--- src/rtl/core/bcdrtc_pkg.sv ---
// Package: word types, status codes and calendar tables for the BCD RTC to epoch converter
`timescale 1ns / 1ps

package bcdrtc_pkg;

  // Status codes
  localparam logic [1:0] STATUS_OK       = 2'd0;
  localparam logic [1:0] STATUS_OSC_STOP = 2'd1;
  localparam logic [1:0] STATUS_RANGE    = 2'd2;

  // Queue between front and back end
  localparam int QUEUE_DEPTH = 4;
  localparam int QPTR_W      = $clog2(QUEUE_DEPTH);
  localparam int QCNT_W      = $clog2(QUEUE_DEPTH + 1);

  // Result queue in the back end
  localparam int OUT_DEPTH = 4;
  localparam int OPTR_W    = $clog2(OUT_DEPTH);
  localparam int OCNT_W    = $clog2(OUT_DEPTH + 1);

  // Days from 1970-01-01 to 2000-01-01
  localparam logic [15:0] DAYS_TO_2000 = 16'd10957;
  localparam logic [31:0] SECS_PER_DAY = 32'd86400;

  typedef struct packed {
    logic [7:0] seconds_byte;
    logic [7:0] minutes_byte;
    logic [7:0] hours_byte;
    logic [7:0] day_byte;
    logic [7:0] month_byte;
    logic [7:0] year_byte;
  } in_word_t;

  typedef struct packed {
    logic [31:0] epoch_seconds;
    logic [1:0]  status;
  } out_word_t;

  // Classified snapshot handed from front to back end
  typedef struct packed {
    logic [1:0] status;
    logic [6:0] year;
    logic [3:0] month;
    logic [4:0] day;
    logic [4:0] hour;
    logic [5:0] minute;
    logic [5:0] second;
  } cls_word_t;

  // Queue status seen by both ends
  typedef struct packed {
    logic full;
    logic empty;
  } q_stat_t;

  // Decode a BCD byte as high nibble times ten plus low nibble
  function automatic logic [7:0] bcd_decode(input logic [7:0] b);
    bcd_decode = {4'd0, b[7:4]} * 8'd10 + {4'd0, b[3:0]};
  endfunction

  // Days in month for a valid month code
  function automatic logic [4:0] days_in_month(input logic [3:0] m, input logic leap);
    case (m)
      4'd2:    days_in_month = leap ? 5'd29 : 5'd28;
      4'd4:    days_in_month = 5'd30;
      4'd6:    days_in_month = 5'd30;
      4'd9:    days_in_month = 5'd30;
      4'd11:   days_in_month = 5'd30;
      default: days_in_month = 5'd31;
    endcase
  endfunction

  // Days in the year before the first of the month, common year
  function automatic logic [8:0] days_before_month(input logic [3:0] m);
    case (m)
      4'd1:    days_before_month = 9'd0;
      4'd2:    days_before_month = 9'd31;
      4'd3:    days_before_month = 9'd59;
      4'd4:    days_before_month = 9'd90;
      4'd5:    days_before_month = 9'd120;
      4'd6:    days_before_month = 9'd151;
      4'd7:    days_before_month = 9'd181;
      4'd8:    days_before_month = 9'd212;
      4'd9:    days_before_month = 9'd243;
      4'd10:   days_before_month = 9'd273;
      4'd11:   days_before_month = 9'd304;
      4'd12:   days_before_month = 9'd334;
      default: days_before_month = 9'd0;
    endcase
  endfunction

endpackage

--- src/rtl/core/bcd_rtc_time_to_epoch.sv ---
// Top level: BCD RTC calendar snapshot to UTC seconds since 1970
//
// Input channel: in_word carries six BCD calendar bytes; a word is taken at a
// clock edge with in_push high and in_full low. Bit 7 of the seconds byte is
// the oscillator-stop flag.
// Result channel: out_word holds epoch_seconds and status of the oldest
// finished word while out_empty is low; it is taken with out_pop high.
// Status 0 is ok, 1 oscillator stopped, 2 calendar out of range; epoch is 0
// unless status is 0. One result for every input word, in order.
// An accepted word passes the input stage, hand-off queue, day-count stage
// and epoch multiply stage, then lands in the result queue.
// Throughput: one word per cycle while out_pop stays high; the 4-entry result
// queue covers both compute stages, so issue goes on while results drain.
// Stalls: when out_pop stays low the result queue fills, the back end stops
// drawing from the 4-entry hand-off queue and in_full rises once that and the
// input stage are full. Nothing is lost or repeated.
// Reset (rst_n low, synchronous) empties every queue and stage; the block
// keeps no other state and accepts words the cycle after reset ends.
`timescale 1ns / 1ps

module bcd_rtc_time_to_epoch import bcdrtc_pkg::*; (
  input  logic      clk,
  input  logic      rst_n,
  input  logic      in_push,
  output logic      in_full,
  input  in_word_t  in_word,
  input  logic      out_pop,
  output logic      out_empty,
  output out_word_t out_word
);

  q_stat_t   q_stat;
  logic      q_push, q_pop;
  cls_word_t q_wdata, q_rdata;

  // Decode and classify
  bcdrtc_front u_front (
    .clk     (clk),
    .rst_n   (rst_n),
    .in_push (in_push),
    .in_full (in_full),
    .in_word (in_word),
    .q_stat  (q_stat),
    .q_push  (q_push),
    .q_wdata (q_wdata)
  );

  // Hand-off queue
  bcdrtc_queue u_queue (
    .clk   (clk),
    .rst_n (rst_n),
    .push  (q_push),
    .wdata (q_wdata),
    .pop   (q_pop),
    .rdata (q_rdata),
    .stat  (q_stat)
  );

  // Epoch arithmetic and result queue
  bcdrtc_back u_back (
    .clk       (clk),
    .rst_n     (rst_n),
    .q_stat    (q_stat),
    .q_rdata   (q_rdata),
    .q_pop     (q_pop),
    .out_pop   (out_pop),
    .out_empty (out_empty),
    .out_word  (out_word)
  );

endmodule

--- src/rtl/core/bcdrtc_front.sv ---
// Front end: decode the BCD snapshot, check ranges and register the classified word
`timescale 1ns / 1ps

module bcdrtc_front import bcdrtc_pkg::*; (
  input  logic      clk,
  input  logic      rst_n,
  input  logic      in_push,
  output logic      in_full,
  input  in_word_t  in_word,
  input  q_stat_t   q_stat,
  output logic      q_push,
  output cls_word_t q_wdata
);

  logic       stg_v_r, stg_v_nxt;
  cls_word_t  stg_r;
  cls_word_t  cls;
  logic [7:0] sec_d, min_d, hr_d, day_d, mon_d, yr_d;
  logic       leap, bad_range, bad_day;
  logic       load;

  // Decode every byte; the seconds byte loses its stop flag
  always_comb begin
    sec_d = bcd_decode({1'b0, in_word.seconds_byte[6:0]});
    min_d = bcd_decode(in_word.minutes_byte);
    hr_d  = bcd_decode(in_word.hours_byte);
    day_d = bcd_decode(in_word.day_byte);
    mon_d = bcd_decode(in_word.month_byte);
    yr_d  = bcd_decode(in_word.year_byte);
  end

  // Classify: stop flag first, then the calendar ranges
  always_comb begin
    // 2000 is a leap year, so every fourth year of the century is one
    leap      = (yr_d[1:0] == 2'd0);
    bad_range = (yr_d > 8'd99) || (mon_d < 8'd1) || (mon_d > 8'd12) ||
                (hr_d > 8'd23) || (min_d > 8'd59) || (sec_d > 8'd59);
    bad_day   = (day_d < 8'd1) ||
                (day_d > {3'd0, days_in_month(mon_d[3:0], leap)});
    cls.year   = yr_d[6:0];
    cls.month  = mon_d[3:0];
    cls.day    = day_d[4:0];
    cls.hour   = hr_d[4:0];
    cls.minute = min_d[5:0];
    cls.second = sec_d[5:0];
    if (in_word.seconds_byte[7]) begin
      cls.status = STATUS_OSC_STOP;
    end else if (bad_range || bad_day) begin
      cls.status = STATUS_RANGE;
    end else begin
      cls.status = STATUS_OK;
    end
  end

  // Hand the staged word on whenever the queue has room
  assign q_push  = stg_v_r && !q_stat.full;
  assign q_wdata = stg_r;
  assign in_full = stg_v_r && q_stat.full;
  assign load    = in_push && !in_full;

  always_comb begin
    stg_v_nxt = stg_v_r;
    if (load) begin
      stg_v_nxt = 1'b1;
    end else if (q_push) begin
      stg_v_nxt = 1'b0;
    end
  end

  always_ff @(posedge clk) begin
    if (!rst_n) begin
      stg_v_r <= 1'b0;
    end else begin
      stg_v_r <= stg_v_nxt;
    end
  end

  // Payload stage
  always_ff @(posedge clk) begin
    if (load) begin
      stg_r <= cls;
    end
  end

endmodule

--- src/rtl/core/bcdrtc_queue.sv ---
// Short queue of classified words between front and back end
`timescale 1ns / 1ps

module bcdrtc_queue import bcdrtc_pkg::*; (
  input  logic      clk,
  input  logic      rst_n,
  input  logic      push,
  input  cls_word_t wdata,
  input  logic      pop,
  output cls_word_t rdata,
  output q_stat_t   stat
);

  cls_word_t         mem [QUEUE_DEPTH];
  logic [QPTR_W-1:0] wr_ptr_r, wr_ptr_nxt;
  logic [QPTR_W-1:0] rd_ptr_r, rd_ptr_nxt;
  logic [QCNT_W-1:0] cnt_r, cnt_nxt;
  logic              do_push, do_pop;

  assign stat.full  = (cnt_r == QCNT_W'(QUEUE_DEPTH));
  assign stat.empty = (cnt_r == '0);
  assign do_push    = push && !stat.full;
  assign do_pop     = pop && !stat.empty;
  assign rdata      = mem[rd_ptr_r];

  // Advance pointers and fill count
  always_comb begin
    wr_ptr_nxt = do_push ? wr_ptr_r + 1'b1 : wr_ptr_r;
    rd_ptr_nxt = do_pop ? rd_ptr_r + 1'b1 : rd_ptr_r;
    cnt_nxt    = cnt_r;
    if (do_push && !do_pop) begin
      cnt_nxt = cnt_r + 1'b1;
    end else if (do_pop && !do_push) begin
      cnt_nxt = cnt_r - 1'b1;
    end
  end

  always_ff @(posedge clk) begin
    if (!rst_n) begin
      wr_ptr_r <= '0;
      rd_ptr_r <= '0;
      cnt_r    <= '0;
    end else begin
      wr_ptr_r <= wr_ptr_nxt;
      rd_ptr_r <= rd_ptr_nxt;
      cnt_r    <= cnt_nxt;
    end
  end

  // Storage
  always_ff @(posedge clk) begin
    if (do_push) begin
      mem[wr_ptr_r] <= wdata;
    end
  end

endmodule

--- src/rtl/core/bcdrtc_back.sv ---
// Back end: day count, time of day, epoch multiply and result queue
`timescale 1ns / 1ps

module bcdrtc_back import bcdrtc_pkg::*; (
  input  logic      clk,
  input  logic      rst_n,
  input  q_stat_t   q_stat,
  input  cls_word_t q_rdata,
  output logic      q_pop,
  input  logic      out_pop,
  output logic      out_empty,
  output out_word_t out_word
);

  // Stage 1: day count and seconds into the day
  logic        s1_v_r;
  logic [1:0]  s1_status_r;
  logic [15:0] s1_days_r, days;
  logic [16:0] s1_tod_r, tod;
  // Stage 2: finished word
  logic        s2_v_r;
  out_word_t   s2_word_r;
  logic [31:0] epoch;
  // Result queue
  out_word_t         omem [OUT_DEPTH];
  logic [OPTR_W-1:0] owr_ptr_r, ord_ptr_r;
  logic [OCNT_W-1:0] ocnt_r, ocnt_nxt;
  logic [OCNT_W:0]   occ;
  logic              o_rd;
  logic              leap_adj;

  // Issue only when every word in flight has a place in the result queue
  assign occ   = {1'b0, ocnt_r} + (OCNT_W+1)'(s1_v_r) + (OCNT_W+1)'(s2_v_r);
  assign q_pop = !q_stat.empty && (occ < (OCNT_W+1)'(OUT_DEPTH));

  // Days since 1970: whole years from 2000, leap days, then the day of year
  always_comb begin
    leap_adj = (q_rdata.year[1:0] == 2'd0) && (q_rdata.month > 4'd2);
    days = DAYS_TO_2000
         + 16'(q_rdata.year) * 16'd365
         + ((16'(q_rdata.year) + 16'd3) >> 2)
         + 16'(days_before_month(q_rdata.month))
         + 16'(leap_adj)
         + 16'(q_rdata.day) - 16'd1;
    tod  = 17'(q_rdata.hour) * 17'd3600 + 17'(q_rdata.minute) * 17'd60
         + 17'(q_rdata.second);
  end

  assign epoch = 32'(s1_days_r) * SECS_PER_DAY + 32'(s1_tod_r);

  always_ff @(posedge clk) begin
    if (!rst_n) begin
      s1_v_r <= 1'b0;
      s2_v_r <= 1'b0;
    end else begin
      s1_v_r <= q_pop;
      s2_v_r <= s1_v_r;
    end
  end

  // Payload stages
  always_ff @(posedge clk) begin
    if (q_pop) begin
      s1_status_r <= q_rdata.status;
      s1_days_r   <= days;
      s1_tod_r    <= tod;
    end
    if (s1_v_r) begin
      s2_word_r.status        <= s1_status_r;
      s2_word_r.epoch_seconds <= (s1_status_r == STATUS_OK) ? epoch : 32'd0;
    end
  end

  // Result queue: room is reserved at issue, so a write always fits
  assign out_empty = (ocnt_r == '0);
  assign o_rd      = out_pop && !out_empty;
  assign out_word  = omem[ord_ptr_r];

  always_comb begin
    ocnt_nxt = ocnt_r;
    if (s2_v_r && !o_rd) begin
      ocnt_nxt = ocnt_r + 1'b1;
    end else if (o_rd && !s2_v_r) begin
      ocnt_nxt = ocnt_r - 1'b1;
    end
  end

  always_ff @(posedge clk) begin
    if (!rst_n) begin
      owr_ptr_r <= '0;
      ord_ptr_r <= '0;
      ocnt_r    <= '0;
    end else begin
      if (s2_v_r) begin
        owr_ptr_r <= owr_ptr_r + 1'b1;
      end
      if (o_rd) begin
        ord_ptr_r <= ord_ptr_r + 1'b1;
      end
      ocnt_r <= ocnt_nxt;
    end
  end

  always_ff @(posedge clk) begin
    if (s2_v_r) begin
      omem[owr_ptr_r] <= s2_word_r;
    end
  end

endmodule

--- config.mk ---
export PLATFORM = sky130hd
export DESIGN_NAME = bcd_rtc_time_to_epoch
export DESIGN_NICKNAME = d
export VERILOG_FILES = /design/src/rtl/core/bcdrtc_pkg.sv /design/src/rtl/core/bcd_rtc_time_to_epoch.sv /design/src/rtl/core/bcdrtc_front.sv /design/src/rtl/core/bcdrtc_queue.sv /design/src/rtl/core/bcdrtc_back.sv
export SDC_FILE = /design/constraint.sdc
export NUM_CORES = 1
export LEC_CHECK = 0
export ABC_AREA = 1
export BUFFER_PORTS_ARGS = -buffer_cell sky130_fd_sc_hd__buf_2
export CORE_ASPECT_RATIO = 0.8
export CORE_UTILIZATION = 35
export CTS_BUF_LIST = sky130_fd_sc_hd__clkbuf_2 sky130_fd_sc_hd__clkbuf_4 sky130_fd_sc_hd__clkbuf_8
export DETAILED_ROUTE_END_ITERATION = 7
export SYNTH_ARGS = -nofsm -noshare
export SYNTH_HDL_FRONTEND = slang
export SYNTH_SLANG_ARGS = --single-unit
export TNS_END_PERCENT = 10
--- constraint.sdc ---
create_clock -name clk -period 7.3 [get_ports clk]
set_input_delay 0.365 -clock clk [delete_from_list [all_inputs] [get_ports clk]]
set_output_delay 0.365 -clock clk [all_outputs]
set_load 0.005 [all_outputs]
==> metrics, run 1 <==
Final Cycle Share=90.4%; stages on the worst setup path=25; CP bufs+invs=6; Startpoint Class=flip-flop; final hold viol count=0; H-tree depth=2; CTS tree=done; WHS Path Cells=3; worst clock skew=0.0323 ns; Seq/Total Area, Yosys=49.4%; I/O pin cnt=88; core area=67,500 sq um; post-CTS setup buffer count=0; largest net degree at the start of global routing=70; drt pass-1 iters=5; fmax=151 MHz; register bit count reported by yosys=401; WP data arrival=6.97 ns; CTS resizes=0; Synth Instances=2,255; cts bufs inserted=60; Post-Route WL=51.4 mm; CTS Root Cell=clkbuf_8; RSZ-0062 raised after global routing=no; Min-Delay Path Class=in2reg; DR DRC count=0; Mean Syn Cell Area=10.6 sq um; vias in the first global route=15.8k; cell count of the worst reg-to-reg path=25; worst-path fanout max=40; required time of the critical path=7.67 ns; Layout area overhead=12.2%; Unique masters post-synth=43; die area=69,500 sq um; YS warnings=0; routed vias=16.0k; share of layout cells above drive strength 1=10.5%; Slew HR=40.5%; Setup crit end kind=flip-flop; CTS max path bufs=3; initial antenna violation count=3; CTS clk-pin slew, worst paths=0.07 ns; Max Cap Viol=0; cell area after synthesis=24,000 sq um; num rows=85; Initial Utilization=35.5%; Pins Over Slew Limit=0; gpl congestion=0.846; status=finished clean; fill cell count=6,481; Mapped Nets=2,666; CTS Sinks=401; Detail Route Antenna Nets=0; vias per std cell=4.76; total grt overflow=0; Crit path largest cell delay=0.54 ns; Die Ht=236 microns; commonest non-fill, non-tap cell in the layout=edfxtp_1; Die X=295 microns; Final Setup Violations=0; final-stage net count=2,799; GRT Overall Usage=14.9%; initial DRC count=1,015; Worst path top cell family by delay=adder cells; CTS Hold Bufs=7; I/O Buffers=87; Setup TNS=0 ns; CP dominant cell by count=fa_1; wire length of the first global-routing pass=82.5 mm; DR WL/cell=15.3 microns; CP max-delay cell=fa_1; most frequent cells in the layout=edfxtp_1, inv_1, nand2_1, ha_1, nor2_1; worst-margin pin slew=0.891 ns; post-detail-place hpwl=37.6 mm; crit path kind=reg2reg; Period minus WS final=6.60 ns; Skew-Pair Late Insertion Delay=0.62 ns
-- synthesized netlist by cell type (all sizes together) --
master / instances / area, sq um
nand4: 16 / 100
o31ai: 1 / 7.51
buf: 11 / 51.3
nor2: 220 / 873
a32oi: 9 / 78.8
nand2: 331 / 1270
and2: 6 / 37.5
inv: 336 / 1260
a211o: 1 / 8.76
o22ai: 52 / 325
xnor2: 21 / 184
a211oi: 2 / 15.0
o21ai: 159 / 796
a21o: 7 / 52.6
clkbuf: 35 / 131
a31o: 2 / 17.5
a21oi: 113 / 569
o2111ai: 1 / 8.76
or2: 2 / 12.5
o21a: 2 / 15.0
mux2i: 1 / 10.0
o21bai: 6 / 45.0
a32o: 2 / 20.0
nor3: 16 / 80.1
nand3: 71 / 368
xor2: 57 / 499
edfxtp: 380 / 11400
clkinv: 2 / 7.51
fa: 93 / 1860
o211ai: 4 / 30.0
nand3b: 5 / 37.5
dfxtp: 21 / 420
and3: 1 / 6.26
ha: 266 / 3330
a31oi: 3 / 18.8
-- worst reg2reg max path, delay by kind of cell, from the launching register on --
family	cells	cell delay [ns]
buf+inv	6	1.16
compound gates	4	0.72
xor+xnor	1	0.08
simple gates	7	0.98
fa+ha+maj	7	3.09
flops	1	0.33
-- cell type report --
class	instances	area [sq um]	share of cell area, %
diodes	1	2.50	0.00931
repair buffers	117	691	2.57
multi-input cells	1470	10700	39.8
inverters	338	1270	4.72
clock inverters	25	156	0.582
clock buffers	87	1080	4.01
flip-flops and latches	401	11800	44.0
well taps	913	1140	4.25
-- flip-flops by register name (all words and copies together), names as in the netlist, 2 cells and up, named ones only --
name                cells
u_back.s1_status_r      2
u_queue.rd_ptr_r        2
u_back.omem           136
u_back.s1_tod_r        17
u_front.q_wdata        35
u_queue.wr_ptr_r        2
u_queue.mem           140
u_back.ord_ptr_r        2
u_back.s1_days_r       16
u_back.s2_word_r       34
u_back.owr_ptr_r        2
u_queue.cnt_r           3
u_back.ocnt_r           3
-- kinds of logic after synthesis --
logic type	Yosys count	share of synthesized area, %
and+or+nand+nor	668	11.6
DFF	401	49.4
buffers and inverters	384	6.06
AOI/OAI and AO/OA	364	8.38
adders and majority gates	359	21.7
xor gates and xnor gates	78	2.85
muxes	1	0.0418
-- path summary, 6_finish.rpt --
kind / startpoint / endpoint / slack, ns
worst min-delay path: in_push / u_front.stg_v_r / 0.07
worst max register to register: flip-flop / u_back.s1_days_r[14] / 0.70
worst min register to register: u_back.ord_ptr_r[1] / flip-flop / 0.48
worst max-delay path: flip-flop / u_back.s1_days_r[14] / 0.70
-- per-layer routing --
layer | GRT usage, % | vias up | part of all wire (%)
li1 | - | 7937 | -
met1 | 21.4 | 7646 | 49
met2 | 23.3 | 329 | 45
met3 | 2.61 | 52 | 4.9
met4 | 3.72 | 2 | 1.6
met5 | 0 | - | 0.025
-- metrics by stage --
step	instance area (sq um)	utilization (%)	std cells	hold slack [ns]	setup WS, ns
2_1_floorplan	24000	-	2255	0.427	0.830
3_3_place_gp	25600	37.9	3232	0.450	0.811
3_5_place_dp	25600	37.9	3232	0.463	0.719
4_1_cts	26900	39.8	3351	0.0217	0.720
5_1_grt	26900	39.8	3352	0.0385	0.279
6_report	26900	39.8	3352	0.0655	0.698
Power of run 1 is not shown: default switching activity piles up to over one toggle a cycle in this logic, so the estimate is an artifact.
==> inputs of run 2 (changes only) <==
Settings changed: BUFFER_PORTS_ARGS -buffer_cell sky130_fd_sc_hd__buf_2 to default, DONT_BUFFER_PORTS from default to 1.
==> run 2 against run 1 <==
  * Wire length down 2.3%
  * Maximum frequency up 3.2%
  * Critical path depth down 1
  * Critical endpoint unchanged
  * Highest routed layer is now met4
==> metrics, run 2 (synthesized netlist as in run 1, its figures left out) <==
Die Ht=236 microns (unchanged); gpl congestion=0.864 (was 0.846); DR WL/cell=15.3 microns (about the same); Crit path largest cell delay=0.55 ns (was 0.54 ns); Largest register FFs=140 (unchanged); WP data arrival=6.75 ns (was 6.97 ns); CTS resizes=0 (unchanged); Pins Over Slew Limit=0 (unchanged); I/O pin cnt=88 (unchanged); final hold viol count=0 (unchanged); die area=69,500 sq um (unchanged); Slew HR=21.5% (was 40.5%); Final Setup Violations=0 (unchanged); initial DRC count=943 (was 1,015); CTS clk-pin slew, worst paths=0.06 ns (was 0.07 ns); Skew-Pair Late Insertion Delay=0.62 ns (about the same); Layout area overhead=11.4% (was 12.2%); Final Cycle Share=87.6% (was 90.4%); I/O Buffers=0 (was 87); CP bufs+invs=6 (unchanged); fmax=156 MHz (was 151 MHz); most frequent cells in the layout=edfxtp_1, inv_1, nand2_1, ha_1, nor2_1 (unchanged); RSZ-0062 raised after global routing=no (unchanged); commonest non-fill, non-tap cell in the layout=edfxtp_1 (unchanged); Largest Register=u_queue.mem (unchanged); crit path kind=reg2reg (unchanged); GRT Overall Usage=14.4% (was 14.9%); total grt overflow=0 (unchanged); routed vias=15.5k (was 16.0k); required time of the critical path=7.65 ns (was 7.67 ns); fin area=26,700 sq um (was 26,900 sq um); post-detail-place hpwl=36.5 mm (was 37.6 mm); met1 GRT Util=19.7% (was 21.4%); status=finished clean (unchanged); worst-margin pin slew=1.18 ns (was 0.891 ns); H-tree depth=2 (unchanged); Die X=295 microns (unchanged); Period minus WS final=6.39 ns (was 6.60 ns); largest net degree at the start of global routing=71 (was 70); final hold slack=0.0358 ns (was 0.0655 ns); GR met3 Demand/Resource=2.53% (was 2.61%); fill cell count=6,461 (was 6,481); final-stage net count=2,727 (was 2,799); drt pass-1 iters=5 (unchanged); CTS Root Cell=clkbuf_8 (unchanged); Setup crit end kind=flip-flop (unchanged); CTS Hold Bufs=24 (was 7); initial antenna violation count=2 (was 3); met2 Resource Use GR=23.7% (was 23.3%); share of layout cells above drive strength 1=7.15% (was 10.5%); wire length of the first global-routing pass=80.1 mm (was 82.5 mm); Detail Route Antenna Nets=0 (unchanged); area post-placement=25,100 sq um (was 25,600 sq um); worst-path fanout max=17 (was 40); Max Cap Viol=0 (unchanged); fin util=39.5% (was 39.8%); Worst path top cell family by delay=adder cells (unchanged); Startpoint Class=flip-flop (unchanged); Initial Utilization=35.5% (unchanged); busiest grt layer=met2 (unchanged); vias per std cell=4.73 (was 4.76); CTS tree=done (unchanged); Post-Route WL=50.2 mm (was 51.4 mm); area of the multi-input gates=10,700 sq um (unchanged); cts bufs inserted=59 (was 60); CTS Sinks=401 (unchanged); post-CTS setup buffer count=0 (unchanged); crit path cell chain=clkinv_1 > buf_4 > nand3_1 > nand2_1 > inv_1 > ha_1 > inv_1 > nor3_1 > fa_1 > fa_1 > fa_1 > fa_1 > inv_1 > fa_1 > inv_1 > ha_1 > a21oi_1 > nand2_1 > a21oi_1 > o21ai_0 > a21oi_1 > nor2_1 > nor2_1 > xnor2_1; vias in the first global route=15.3k (was 15.8k); core area=67,500 sq um (unchanged); Reg area=11,800 sq um (unchanged); CP max-delay cell=fa_1 (unchanged); DR DRC count=0 (unchanged); CP dominant cell by count=fa_1 (unchanged); num rows=85 (unchanged); CTS max path bufs=3 (unchanged); Min-Delay Path Class=in2reg (unchanged); Setup TNS=0 ns (unchanged); worst clock skew=0.0162 ns (was 0.0323 ns)
run 2: changes by cell type in the layout (fill, tap and decap cells not counted), moves of 2 or more:
cell,delta
clkinvlp_4,-2
dlygate4sd3_1,+17
buf_2,-87
bufinv_16,+2
clkbuf_8,+2
clkinv_1,-3
buf_4,-2
inv_8,-2
clkbuf_4,+2
clkinv_2,-4
run 2: final cells by class:
| type | instances | area share (%) |
|---|---|---|
| clock buffers | 91 | 4.20 |
| repair buffers | 46 | 1.61 |
| flip-flops and latches | 401 | 44.3 |
| well taps | 913 | 4.28 |
| clock inverters | 19 | 0.680 |
| multi-input cells | 1470 | 40.1 |
| diodes | 1 | 0.00938 |
| inverters | 338 | 4.75 |
run 2: metal layers:
layer | wire length, microns | part of all wire, %
met3 | 2070 | 4.1
met5 | 0 | 0
met2 | 23300 | 46
met1 | 24200 | 48
met4 | 690 | 1.4
run 2: worst paths after layout:
kind                       startpoint  slack, ns              endpoint  depth (start not counted)
hold / removal            in_word[29]       0.04   u_front.q_wdata[14]                          1
hold reg to reg   u_queue.rd_ptr_r[0]       0.48   u_queue.rd_ptr_r[0]                          1
setup reg to reg            flip-flop       0.91  u_back.s1_days_r[14]                         24
setup / recovery            flip-flop       0.91  u_back.s1_days_r[14]                         24
run 2: metrics by stage:
| stage | cells | setup WS [ns] |
|---|---|---|
| after floorplan | 2255 | 0.830 |
| after global placement | 3144 | 0.959 |
| after detailed placement | 3144 | 0.861 |
| after CTS | 3278 | 0.834 |
| after global routing | 3279 | 0.461 |
| final | 3279 | 0.905 |
run 2: worst register-to-register path: stages, from the launching register on:
cell and delay, ns:
dfxtp_1 0.34, clkinv_1 0.35, buf_4 0.36, nand3_1 0.10, nand2_1 0.17, inv_1 0.22, ha_1 0.18, inv_1 0.05
nor3_1 0.25, fa_1 0.49, fa_1 0.54, fa_1 0.45, fa_1 0.55, inv_1 0.06, fa_1 0.53, inv_1 0.05
ha_1 0.36, a21oi_1 0.17, nand2_1 0.12, a21oi_1 0.25, o21ai_0 0.16, a21oi_1 0.16, nor2_1 0.05, nor2_1 0.10
xnor2_1 0.07
Power of run 2 is left out for the same reason.
==> inputs of run 3 (changes only) <==
Settings changed: CORE_MARGIN from default to 3.
==> run 3 against run 2 <==
  * Die area grew 3.1%
  * Cell area fell by 1.2%
  * Wire length is 0.76% lower
  * Sequential share of layout area is 0.54 points higher
  * Critical path type unchanged
  * Highest routed layer unchanged
==> metrics, run 3 (synthesized netlist as in run 1, its figures left out) <==
crit path kind=reg2reg (unchanged); Reg area=11,800 sq um (unchanged); final hold slack=0.0524 ns (was 0.0358 ns); Min-Delay Path Class=in2reg (unchanged); Period minus WS final=6.58 ns (was 6.39 ns); commonest non-fill, non-tap cell in the layout=edfxtp_1 (unchanged); final hold viol count=0 (unchanged); wire length of the first global-routing pass=79.3 mm (was 80.1 mm); drt pass-1 iters=7 (was 5); vias in the first global route=15.4k (was 15.3k); CP max-delay cell=a32oi_1 (was fa_1); Worst path top cell family by delay=adder cells (unchanged); Crit path largest cell delay=0.59 ns (was 0.55 ns); fill cell count=6,462 (was 6,461); share of layout cells above drive strength 1=6.61% (was 7.15%); RSZ-0062 raised after global routing=no (unchanged); Skew-Pair Late Insertion Delay=0.60 ns (was 0.62 ns); H-tree depth=2 (unchanged); initial DRC count=888 (was 943); Initial Utilization=35.5% (unchanged); CP dominant cell by count=fa_1 (unchanged); CP bufs+invs=3 (was 6); Pins Over Slew Limit=0 (unchanged); vias per std cell=4.71 (was 4.73); status=finished clean (unchanged); worst-path fanout max=35 (was 17); Post-Route WL=49.9 mm (was 50.2 mm); total grt overflow=0 (unchanged); post-detail-place hpwl=37.0 mm (was 36.5 mm); DR DRC count=0 (unchanged); worst-margin pin slew=0.918 ns (was 1.18 ns); Startpoint Class=flip-flop (unchanged); num rows=85 (unchanged); area post-placement=25,100 sq um (about the same); Final Setup Violations=0 (unchanged); WHS Path Cells=3 (was 1); CTS Sinks=401 (unchanged); Worst R2R End=u_back.s1_days_r[14] (unchanged); required time of the critical path=7.65 ns (about the same); final-stage net count=2,718 (was 2,727); largest net degree at the start of global routing=70 (was 71); stages on the worst setup path=22 (was 24); pre-CTS WS=0.690 ns (was 0.861 ns); Final Worst Setup Slack=0.719 ns (was 0.905 ns); core area=67,500 sq um (unchanged); Largest register FFs=140 (unchanged); most frequent cells in the layout=edfxtp_1, inv_1, nand2_1, ha_1, nor2_1 (unchanged); post-CTS setup buffer count=0 (unchanged); Largest Register=u_queue.mem (unchanged); I/O pin cnt=88 (unchanged); cts bufs inserted=57 (was 59); routed vias=15.4k (was 15.5k); DR WL/cell=15.3 microns (about the same); crit path cell chain=buf_4 > nand2_1 > a32oi_1 > ha_1 > nor2_1 > a211oi_1 > fa_1 > fa_1 > fa_1 > fa_1 > inv_1 > fa_1 > inv_1 > ha_1 > a21oi_1 > nand2_1 > a21oi_1 > o21ai_0 > a21oi_1 > nor2_1 > nor2_1 > xnor2_1 (was clkinv_1 > buf_4 > nand3_1 > nand2_1 > inv_1 > ha_1 > inv_1 > nor3_1 > fa_1 > fa_1 > fa_1 > fa_1 > inv_1 > fa_1 > inv_1 > ha_1 > a21oi_1 > nand2_1 > a21oi_1 > o21ai_0 > a21oi_1 > nor2_1 > nor2_1 > xnor2_1); die area=71,600 sq um (was 69,500 sq um); CTS clk-pin slew, worst paths=0.06 ns (about the same); CTS max path bufs=3 (unchanged); gpl congestion=0.873 (was 0.864); Setup TNS=0 ns (unchanged); Slew HR=38.8% (was 21.5%); Final Cycle Share=90.2% (was 87.6%); I/O Buffers=0 (unchanged); WP data arrival=6.94 ns (was 6.75 ns); reg2reg setup slack=0.72 ns (was 0.91 ns); Detail Route Antenna Nets=0 (unchanged); CTS tree=done (unchanged); Setup crit end kind=flip-flop (unchanged); fin area=26,400 sq um (was 26,700 sq um); Layout area overhead=10.1% (was 11.4%); end of the critical path=u_back.s1_days_r[14] (unchanged); cell count of the worst reg-to-reg path=22 (was 24); area of the multi-input gates=10,700 sq um (unchanged); worst clock skew=0.0263 ns (was 0.0162 ns); CTS Root Cell=clkbuf_8 (unchanged); GRT Overall Usage=13.7% (was 14.4%); Die Ht=240 microns (was 236 microns); fmax=152 MHz (was 156 MHz); Die X=299 microns (was 295 microns); Max Cap Viol=0 (unchanged); initial antenna violation count=1 (was 2)
run 3: repair_timing:
item | in CTS | in global routing
hold buffers | 15 | 0
resized for setup | 0 | 0
endpoints found under the hold margin | 32 | 0
run 3: tightest hold or removal path: stages:
cell and delay [ns]:
inv_1 0.03, nor2_1 0.08, a21oi_1 0.14
run 3: per-layer routing:
| metal | part of all wire, % | routed length, microns | track usage (%) | vias up |
|---|---|---|---|---|
| li1 | - | - | - | 7765 |
| met1 | 48 | 24100 | 18.8 | 7273 |
| met2 | 45 | 22600 | 22.4 | 256 |
| met3 | 4.5 | 2220 | 2.58 | 65 |
| met4 | 1.8 | 906 | 3.40 | 0 |
| met5 | 0 | 0 | 0 | - |
run 3: cell type report:
| cell class | instances | area share (%) |
|---|---|---|
| Tap cell | 913 | 4.33 |
| Antenna cell | 1 | 0.00949 |
| Clock inverter | 20 | 0.531 |
| Clock buffer | 77 | 3.57 |
| Sequential cell | 401 | 44.9 |
| Multi-Input combinational cell | 1470 | 40.6 |
| Inverter | 338 | 4.81 |
| Timing Repair Buffer | 39 | 1.25 |
run 3: worst min-delay path by stage:
stage,endpoint,startpoint
global placement,u_back.ord_ptr_r[1],u_back.ord_ptr_r[1]
floorplan,u_back.s2_word_r[1],u_back.s1_status_r[1]
finish,u_back.ord_ptr_r[0],out_pop
CTS,u_back.ord_ptr_r[0],out_pop
global route,u_front.q_wdata[14],in_word[29]
detailed placement,flip-flop,u_back.ord_ptr_r[1]
run 3: stage by stage:
stage / utilization (%) / cells
final: 39.0 / 3259
after global routing: 39.0 / 3259
after CTS: 39.0 / 3258
after detailed placement: 37.2 / 3146
after global placement: 37.2 / 3146
after floorplan: - / 2255
Power of run 3 is left out for the same reason.
